--- src/sv/cmil_pkg.sv ---
// ----------------------------------------------------------------------------
// cmil_pkg
// Shared widths, codes and types of the interpolating colormap lookup.
// ----------------------------------------------------------------------------
package cmil_pkg;

    localparam int TABLE_DEPTH   = 256;
    localparam int ADDR_W        = 8;
    localparam int FRACTION_BITS = 16;
    localparam int COLOR_BITS    = 16;
    localparam int COMP_W        = 17;
    localparam int VALUE_W       = 18;
    localparam int FRAC_W        = FRACTION_BITS + 1;
    localparam int ENTRIES_W     = 9;
    localparam int PIXEL_W       = 8;
    localparam int POS_W         = FRAC_W + ADDR_W;
    localparam int PROD_W        = FRAC_W + COMP_W;
    localparam int SAT_W         = FRACTION_BITS + COLOR_BITS + 1;
    localparam int SCALED_W      = SAT_W + PIXEL_W;

    localparam logic [FRAC_W-1:0]    ONE        = FRAC_W'(1) << FRACTION_BITS;
    localparam logic [SAT_W-1:0]     FULL_SCALE = SAT_W'(1) << (FRACTION_BITS + COLOR_BITS);
    localparam logic [SCALED_W-1:0]  ROUND_HALF =
        SCALED_W'(1) << (FRACTION_BITS + COLOR_BITS - 1);

    // item operation codes
    localparam logic OP_WRITE  = 1'b0;
    localparam logic OP_LOOKUP = 1'b1;

    // register map
    localparam int                   APB_ADDR_W    = 3;
    localparam logic                 REG_ENTRIES   = 1'b0;
    localparam logic [ENTRIES_W-1:0] ENTRIES_RESET = 9'd256;

    typedef struct packed {
        logic [COMP_W-1:0] red;
        logic [COMP_W-1:0] green;
        logic [COMP_W-1:0] blue;
    } color_entry_t;

    typedef struct packed {
        logic [ADDR_W-1:0] last_index;   // effective entries in use minus one
    } cmil_cfg_t;

endpackage

--- src/sv/cmil_blend.sv ---
// ----------------------------------------------------------------------------
// cmil_blend
// One color component: linear blend of two entries, saturate, scale to 8 bits.
// ----------------------------------------------------------------------------
module cmil_blend
(
    input  logic                             clk,
    input  logic                             adv_acc,
    input  logic                             adv_pix,
    input  logic [cmil_pkg::COMP_W-1:0]      lo,
    input  logic [cmil_pkg::COMP_W-1:0]      hi,
    input  logic [cmil_pkg::FRAC_W-1:0]      frac,
    output logic [cmil_pkg::PIXEL_W-1:0]     pixel
);

    logic [cmil_pkg::PROD_W-1:0]    acc_reg;
    logic [cmil_pkg::PROD_W-1:0]    acc_next;
    logic [cmil_pkg::PROD_W-1:0]    prod_lo;
    logic [cmil_pkg::PROD_W-1:0]    prod_hi;
    logic [cmil_pkg::FRAC_W-1:0]    inv_frac;
    logic [cmil_pkg::SAT_W-1:0]     sat;
    logic [cmil_pkg::SCALED_W-1:0]  scaled;
    logic [cmil_pkg::PIXEL_W-1:0]   pixel_reg;
    logic [cmil_pkg::PIXEL_W-1:0]   pixel_next;

    assign inv_frac = cmil_pkg::ONE - frac;
    assign prod_lo  = cmil_pkg::PROD_W'(inv_frac) * cmil_pkg::PROD_W'(lo);
    assign prod_hi  = cmil_pkg::PROD_W'(frac) * cmil_pkg::PROD_W'(hi);
    assign acc_next = prod_lo + prod_hi;

    // saturate to 1.0, multiply by 255 as shift-subtract, round half up
    assign sat = (acc_reg > cmil_pkg::PROD_W'(cmil_pkg::FULL_SCALE)) ?
                 cmil_pkg::FULL_SCALE : acc_reg[cmil_pkg::SAT_W-1:0];
    assign scaled = (cmil_pkg::SCALED_W'(sat) << cmil_pkg::PIXEL_W)
                    - cmil_pkg::SCALED_W'(sat) + cmil_pkg::ROUND_HALF;
    assign pixel_next = scaled[cmil_pkg::FRACTION_BITS + cmil_pkg::COLOR_BITS +: cmil_pkg::PIXEL_W];

    always_ff @(posedge clk)
    begin
        if (adv_acc)
        begin
            acc_reg <= acc_next;
        end
        if (adv_pix)
        begin
            pixel_reg <= pixel_next;
        end
    end

    assign pixel = pixel_reg;

endmodule

--- config.mk ---
export PLATFORM = sky130hd
export DESIGN_NAME = cmil_blend
export DESIGN_NICKNAME = d
export VERILOG_FILES = /design/src/sv/cmil_pkg.sv /design/src/sv/cmil_blend.sv
export SDC_FILE = /design/constraint.sdc
export NUM_CORES = 2
export LEC_CHECK = 0
export ABC_AREA = 0
export BUFFER_PORTS_ARGS = -buffer_cell sky130_fd_sc_hd__buf_4
export CAP_MARGIN = 20
export CORE_UTILIZATION = 40
export DETAILED_ROUTE_END_ITERATION = 7
export PLACE_DENSITY = 0.63
export SETUP_SLACK_MARGIN = 0.4
export SKIP_CTS_REPAIR_TIMING = 1
export SLEW_MARGIN = 20
export SYNTH_ARGS = -nofsm -noshare
export SYNTH_HDL_FRONTEND = slang
export SYNTH_SLANG_ARGS = --single-unit
--- constraint.sdc ---
create_clock -name clk -period 12.9 [get_ports clk]
set_clock_uncertainty 0.15 [all_clocks]
set_input_delay 1.29 -clock clk [delete_from_list [all_inputs] [get_ports clk]]
set_output_delay 1.29 -clock clk [all_outputs]
set_load 0.02 [all_outputs]
==> run metrics <==
Slew Limit Headroom=29.0%; Clk Latency, worst-skew pair=0.29 ns; routed wire length on met3=2160 um; CP delay by family, top=adder cells; setup_tns=0 ns; IO Pins=62; diode count=0; Worst setup SP type=primary input; CP Class=in2reg; worst slew pin tran=1.06 ns; Max FO, Critical Path=36; drt total wl=52,900 um; Setup Slack @ Placement=2.18 ns; fin area=0.0236 sq mm; ys async rst share=0%; GP Congestion=0.861; RSZ-0062 raised after global routing=false; Clock Path Buffers=2; Final Hold Vio Count=0; WL met2=27,300 um; first-pass GRT wire length=88,300 um; GR Util All Layers=19.5%; Layout Nets=3,208; M1 wire length=21,200 um; Net Count, Synth=3,226; Syn Area/Cell=9.30 sq um; CTS root buffer=clkbuf_16; most common cell after layout, fill and taps aside=inv_1; CP endpoint kind=flop; H-tree Lvls=2; CTS clk-pin slew, worst paths=0.06 ns; Max-cap violations=0; synth top area cells=fa_1, ha_1, and2_1, inv_1, edfxtp_1; DP HPWL=44,800 um; Post-synth EDFFs=42; post-synth top area share=45.4%; Placeable Area=0.0552 sq mm; Ys Warns=0; worst endpoint required time=12.78 ns; DRT iter0 DRCs=853; grt total ovfl=0; worst path arrival time=10.16 ns; largest net degree at the start of global routing=37; Final Setup Violations=0; Cells after DPL=3,130; Die W=239 um; FP Rows=86; Synth Flop Type=edfxtp_1; CTS tree=built; max reg flops=34; clk sinks=42; f_max=0.0973 GHz; Synth-to-Final Area Change=5.64%; crit share post-route=79.6%; Min-Delay Path Class=reg2reg; vias per cell=5.01; post-synthesis register bit count=42; DRC=0; PortBufs=61; share of cells above drive strength 1=3.77%; Synth cell types=49; initial antenna violation count=1; Die Span Y=239 um; die area=0.0569 sq mm; Initial Util=40.5%; top sig layer=met4; status=finished, final reports clean; Crit-path slowest cell=xnor2_2; CTS Buf Count=5; Filler Cell Count=5,326; Syn Inst Count=2,407; dpl cell area=0.0235 sq mm; final slew viol count=0; Pre-Repair DR Iteration Count=5; crit path buf inv count=6; register area share after synthesis=5.64%; CP dominant cell by count=fa_1; area leader, netlist=fa_1; Post-Syn Area=0.0224 sq mm; critical path's largest stage delay=0.70 ns; DR WL/cell=16.9 um; PnR worst setup slack=2.63 ns; most frequent cells in the layout=inv_1, fa_1, and2_1; fin crit period=10.27 ns; non-filler instance count after layout=3,137; vias in the first global route=17,400; antenna viol nets, final=0; Vias=15,700
[per-layer routing]
layer  global-route usage (%)  vias up
met5                        0        -
met1                     24.4     8165
li1                         -     7094
met2                     35.0      373
met4                     7.36        0
met3                     1.61       90
[worst reg2reg max path, cell delays in order, from the launching register on]
cell and delay [ns]:
edfxtp_1 0.43, nor4_1 0.38, nand4_1 0.27, nor2_1 0.15
a21o_1 0.59, nand2_1 0.23, ha_1 0.34, ha_1 0.30
and4_1 0.24, and3_1 0.20, and3_1 0.17, a221o_1 0.28
a21oi_1 0.19, a21oi_1 0.12, nor3_1 0.32, o21bai_1 0.12
xor2_1 0.16
[path summary, 6_finish.rpt]
check / start / to / slack [ns] / cells after the start
worst max-delay path: frac[0] / acc_reg[31]$_DFFE_PP_ / 2.63 / 29
worst min-delay path: acc_reg[31]$_DFFE_PP_ / pixel[7]$_DFFE_PP_ / 0.70 / 3
worst max register to register: acc_reg[2]$_DFFE_PP_ / pixel[6]$_DFFE_PP_ / 8.01 / 16
worst min register to register: acc_reg[31]$_DFFE_PP_ / pixel[7]$_DFFE_PP_ / 0.70 / 3
[Yosys cell counts (16+ instances only)]
master / n
fa_1: 507
clkbuf_1: 90
xnor2_1: 36
inv_1: 586
o21ai_0: 25
nor2_1: 32
ha_1: 258
a21o_1: 16
edfxtp_1: 42
nand2_1: 272
and2_1: 353
a21oi_1: 41
and3_1: 18
[area by class of cell]
cell class,count,area (sq um),area share (%)
Multi-Input combinational cell,1683,18600,78.6
Inverter,586,2200,9.30
Sequential cell,42,1260,5.34
Tap cell,748,936,3.96
Timing Repair Buffer,71,531,2.24
Clock buffer,5,125,0.529
Clock inverter,2,10.0,0.0423
[cells by family (layout without fill, tap and decap cells)]
kind of cell	count (synthesis)	count (layout)	synth area share (%)
flip-flops	42	42	5.64
buffers and inverters	682	664	11.5
multiplexers	2	2	0.0895
AO/OA/AOI/OAI	123	123	3.48
AND/OR/NAND/NOR	742	742	17.4
XOR/XNOR	51	51	2.08
adder cells (fa/ha/maj)	765	765	59.8
[metrics by stage]
step | hold slack (ns) | util [%]
after floorplan | 0.555 | -
after global placement | 0.710 | 42.5
final | 0.700 | 42.8
after CTS | 0.706 | 42.8
after detailed placement | 0.699 | 42.6
after global routing | 0.738 | 42.8
Power is left out: the tool's default activity adds up to more than one toggle a clock period on the data nets, which glitch-free logic cannot reach.
