$ cat config.mk
export PLATFORM = sky130hd
export DESIGN_NAME = cmil_cfg_regs
export DESIGN_NICKNAME = d
export VERILOG_FILES = /design/src/sv/cmil_pkg.sv /design/src/sv/cmil_cfg_regs.sv
export SDC_FILE = /design/constraint.sdc
export NUM_CORES = 1
export LEC_CHECK = 0
export BUFFER_PORTS_ARGS = -buffer_cell sky130_fd_sc_hd__buf_2
export CORE_UTILIZATION = 36
export DETAILED_ROUTE_END_ITERATION = 6
export PLACE_DENSITY = 0.92
export SLEW_MARGIN = 0
export SYNTH_ARGS = -nofsm -noshare
export SYNTH_HDL_FRONTEND = slang
export SYNTH_SLANG_ARGS = --single-unit
$ cat constraint.sdc
create_clock -name clk -period 2.11 [get_ports clk]
set_input_delay 0.211 -clock clk [delete_from_list [all_inputs] [get_ports clk]]
set_output_delay 0.211 -clock clk [all_outputs]
set_load 0.01 [all_outputs]
$ cat src/sv/cmil_pkg.sv
// ----------------------------------------------------------------------------
// cmil_pkg
// Shared widths, codes and types of the interpolating colormap lookup.
// ----------------------------------------------------------------------------
package cmil_pkg;

    localparam int TABLE_DEPTH   = 256;
    localparam int ADDR_W        = 8;
    localparam int FRACTION_BITS = 16;
    localparam int COLOR_BITS    = 16;
    localparam int COMP_W        = 17;
    localparam int VALUE_W       = 18;
    localparam int FRAC_W        = FRACTION_BITS + 1;
    localparam int ENTRIES_W     = 9;
    localparam int PIXEL_W       = 8;
    localparam int POS_W         = FRAC_W + ADDR_W;
    localparam int PROD_W        = FRAC_W + COMP_W;
    localparam int SAT_W         = FRACTION_BITS + COLOR_BITS + 1;
    localparam int SCALED_W      = SAT_W + PIXEL_W;

    localparam logic [FRAC_W-1:0]    ONE        = FRAC_W'(1) << FRACTION_BITS;
    localparam logic [SAT_W-1:0]     FULL_SCALE = SAT_W'(1) << (FRACTION_BITS + COLOR_BITS);
    localparam logic [SCALED_W-1:0]  ROUND_HALF =
        SCALED_W'(1) << (FRACTION_BITS + COLOR_BITS - 1);

    // item operation codes
    localparam logic OP_WRITE  = 1'b0;
    localparam logic OP_LOOKUP = 1'b1;

    // register map
    localparam int                   APB_ADDR_W    = 3;
    localparam logic                 REG_ENTRIES   = 1'b0;
    localparam logic [ENTRIES_W-1:0] ENTRIES_RESET = 9'd256;

    typedef struct packed {
        logic [COMP_W-1:0] red;
        logic [COMP_W-1:0] green;
        logic [COMP_W-1:0] blue;
    } color_entry_t;

    typedef struct packed {
        logic [ADDR_W-1:0] last_index;   // effective entries in use minus one
    } cmil_cfg_t;

endpackage

$ cat src/sv/cmil_cfg_regs.sv
// ----------------------------------------------------------------------------
// cmil_cfg_regs
// APB register file: entries in use, clamped to the table's range for use.
// ----------------------------------------------------------------------------
module cmil_cfg_regs
(
    input  logic                              clk,
    input  logic                              rst_n,
    input  logic                              psel,
    input  logic                              penable,
    input  logic                              pwrite,
    input  logic [cmil_pkg::APB_ADDR_W-1:0]   paddr,
    input  logic [31:0]                       pwdata,
    output logic [31:0]                       prdata,
    output logic                              pready,
    output cmil_pkg::cmil_cfg_t               cfg
);

    logic [cmil_pkg::ENTRIES_W-1:0] entries_reg;
    logic [cmil_pkg::ENTRIES_W-1:0] entries_next;
    logic                           wr_en;

    assign pready = 1'b1;
    assign wr_en  = psel && penable && pwrite && (paddr[2] == cmil_pkg::REG_ENTRIES);

    always_comb
    begin
        entries_next = entries_reg;
        if (wr_en)
        begin
            entries_next = pwdata[cmil_pkg::ENTRIES_W-1:0];
        end
    end

    always_ff @(posedge clk or negedge rst_n)
    begin
        if (!rst_n)
        begin
            entries_reg <= cmil_pkg::ENTRIES_RESET;
        end
        else
        begin
            entries_reg <= entries_next;
        end
    end

    assign prdata = (paddr[2] == cmil_pkg::REG_ENTRIES) ?
                    32'(entries_reg) : 32'd0;

    // clamp to [2, TABLE_DEPTH] and hand on the last usable index
    always_comb
    begin
        if (entries_reg < cmil_pkg::ENTRIES_W'(2))
        begin
            cfg.last_index = cmil_pkg::ADDR_W'(1);
        end
        else if (entries_reg > cmil_pkg::ENTRIES_W'(cmil_pkg::TABLE_DEPTH))
        begin
            cfg.last_index = cmil_pkg::ADDR_W'(cmil_pkg::TABLE_DEPTH - 1);
        end
        else
        begin
            cfg.last_index = cmil_pkg::ADDR_W'(entries_reg - cmil_pkg::ENTRIES_W'(1));
        end
    end

endmodule

==> reports/metrics.yaml <==
status: "finished, final reports clean"
crit_type: "reg2out"
worstSetupStartpointType: "register"
start_util_pct: 40.0
max_stage_delay_ns: 0.61
post-route-cell-area_um2: 962
fin_setup_tns_ns: 0
viasPerCell: 4.76
cp.arrival_ns: 1.81
num_vias: 719
hpwl_um: 1250
grt_pass1_wl_um: 2770
reg2reg_depth: 2
synth_area_leaders: "dfrtp_1 24%, buf_4 22%, mux2_2 12%"
routed_wl_um: 1700
final_cell_mix: "31 x buf_2, 24 x conb_1, 9 x nor2b_1, 9 x mux2_2, 7 x dfrtp_1"
ys_warn_count: 0
die_area_um2: 2490
core-area_um2: 2060
rsz0062_at_grt: "no"
grtUsageTotal_pct: 14.6
firstDrtPassIters: 3
slew_violations: 0
min_to: "entries_reg[4]"
p_leak_nw: 0.465
drive_above_1_share_pct: 41.1
finalCriticalPeriod_ns: 2.02
synth_top_cell_by_area: "dfrtp_1"
cts.sinks: 9
place_inst: 145
worstHoldPathType: "in2reg"
finClkSkew_ns: 0
holdCritStartpoint: "pwdata[4]"
timing.final.hold_violations: 0
grt_pass1_vias: 639
crit_chain: "or4_4 -> o31ai_1 -> a21oi_1 -> buf_2"
cts_tree: "built"
dr.first_iter.drc_count: 3
n_antenna_cell: 0
top_level_ports: 81
r2r-start: "entries_reg[1]"
cts_buffer_depth: 2
clock_latency_ns: 0.26
post-route-period-util_pct: 96.0
fin_nets: 166
synthesis.instances: 92
layout_commonest_cell: "buf_2"
fmax_mhz: 494
fin_util_pct: 46.7
setup_violations: 0
place_area_um2: 906
cp_max_fo: 8
clk_pin_slew_ns: 0.05
whs_path_depth: 2
r2r_setup_slack_ns: 1.18
gp_congestion: 0.861
seq_area_frac_synth_pct: 27.4
die_y_um: 49.9
ir_worst_vdd_mv: 0.494
max_cap_viol_count: 0
syn2layout_area_growth_pct: 16.5
synth_cell_types: 30
end_kind: "output pin"
cts_buffers: 3
grt_max_degree: 13
powerDensity_nw_per_um2: 825
cts_root_buf: "clkbuf_4"
synth.top_cell.area_share_pct: 24.2
syn_area_um2: 826
worst-path-buf-inv: 1
reg2reg_to: "entries_reg[1]"
largest_register_ffs: 9
critical-path-slowest-cell: "or4_4"
htree_levels: 1
drtAntennaViolNets: 0
portBuffers: 31
final-instance-count-excl-fill: 151
setup.worst_path.start: "entries_reg[3]"
gr-total-overflow: 0
die_w_um: 49.9
wl_per_cell_um: 11.3
drc: 0
syn_avg_cell_area_um2: 8.98
row_count: 16
cp.required_ns: 1.90
synth_seq_cells: 9
antenna_found_initial: 0
critPathTopFamily: "simple AND/OR/NAND/NOR gates"
## cells by family (layout without fill, tap and decap cells)
kind of cell | Yosys count | after routing | share of synthesized area (%)
buffers and inverters | 30 | 40 | 25.0
and+or+nand+nor | 25 | 25 | 18.8
AOI/OAI and AO/OA | 14 | 14 | 12.0
muxes | 9 | 9 | 12.3
DFF | 9 | 9 | 27.4
other | 2 | 24 | 0.909
xor gates and xnor gates | 2 | 2 | 2.12
adders and majority gates | 1 | 1 | 1.51
## area by class of cell
type	instances	area (µm²)
fill	209	1100
multi-input combinational	75	487
sequential	9	228
timing repair buffer	34	180
tap	27	33.8
clock buffer	4	26.3
inverter	2	7.51
## cell usage after synthesis, drive strengths merged
| cell | number |
|---|---|
| a211oi | 1 |
| a21oi | 3 |
| a311oi | 1 |
| buf | 26 |
| clkbuf | 2 |
| conb | 2 |
| dfrtp | 8 |
| dfstp | 1 |
| ha | 1 |
| inv | 2 |
| mux2 | 9 |
| nand2b | 1 |
| nand3b | 1 |
| nand4b | 1 |
| nor2 | 3 |
| nor2b | 9 |
| nor3 | 4 |
| nor3b | 1 |
| o211ai | 1 |
| o21ai | 4 |
| o31ai | 2 |
| o41ai | 2 |
| or3 | 3 |
| or4 | 1 |
| or4bb | 1 |
| xnor2 | 2 |
## worst max-delay path by stage
stage                        end  slack, ns  depth (start not counted)
after detailed placement  cfg[2]       0.28                          4
after global placement    cfg[4]       0.33                          4
after CTS                 cfg[6]       0.05                          4
final                     cfg[2]       0.09                          4
after global routing      cfg[6]      0.003                          6
after floorplan           cfg[6]       0.50                          5
## per-stage QoR
step	power, mW	setup WS [ns]	hold slack (ns)
after CTS	0.776	0.0506	0.174
after global placement	0.623	0.333	0.0596
after global routing	0.857	0.00297	0.167
after detailed placement	0.637	0.276	0.0655
after floorplan	0.545	0.502	-0.0846
final	0.794	0.0853	0.179
## repair_timing
action / in CTS / in global routing
resized for setup: 1 / 3
setup buffers: 0 / 1
hold endpoints to repair: 8 / 0
hold buffers: 1 / 0
endpoints found under the setup margin: 2 / 4
gates cloned: 0 / 0
## report_power, final
part / switching (mW) / total [mW] / internal, mW
Combinational: 0.195 / 0.380 / 0.185
Clock: 0.0562 / 0.129 / 0.0726
Sequential: 0.0692 / 0.285 / 0.215
Total: 0.321 / 0.794 / 0.473
## per-layer routing
layer / routed length [µm] / part of all wire, % / global-route usage, % / up-vias
met3: 142 / 8.3 / 3.40 / 5
met1: 653 / 38 / 15.6 / 321
met2: 855 / 50 / 25.5 / 54
met5: 0 / 0 / 0 / -
met4: 49 / 2.9 / 9.52 / 0
li1: - / - / - / 339
Note: power is estimated with default switching activity, not from simulation.
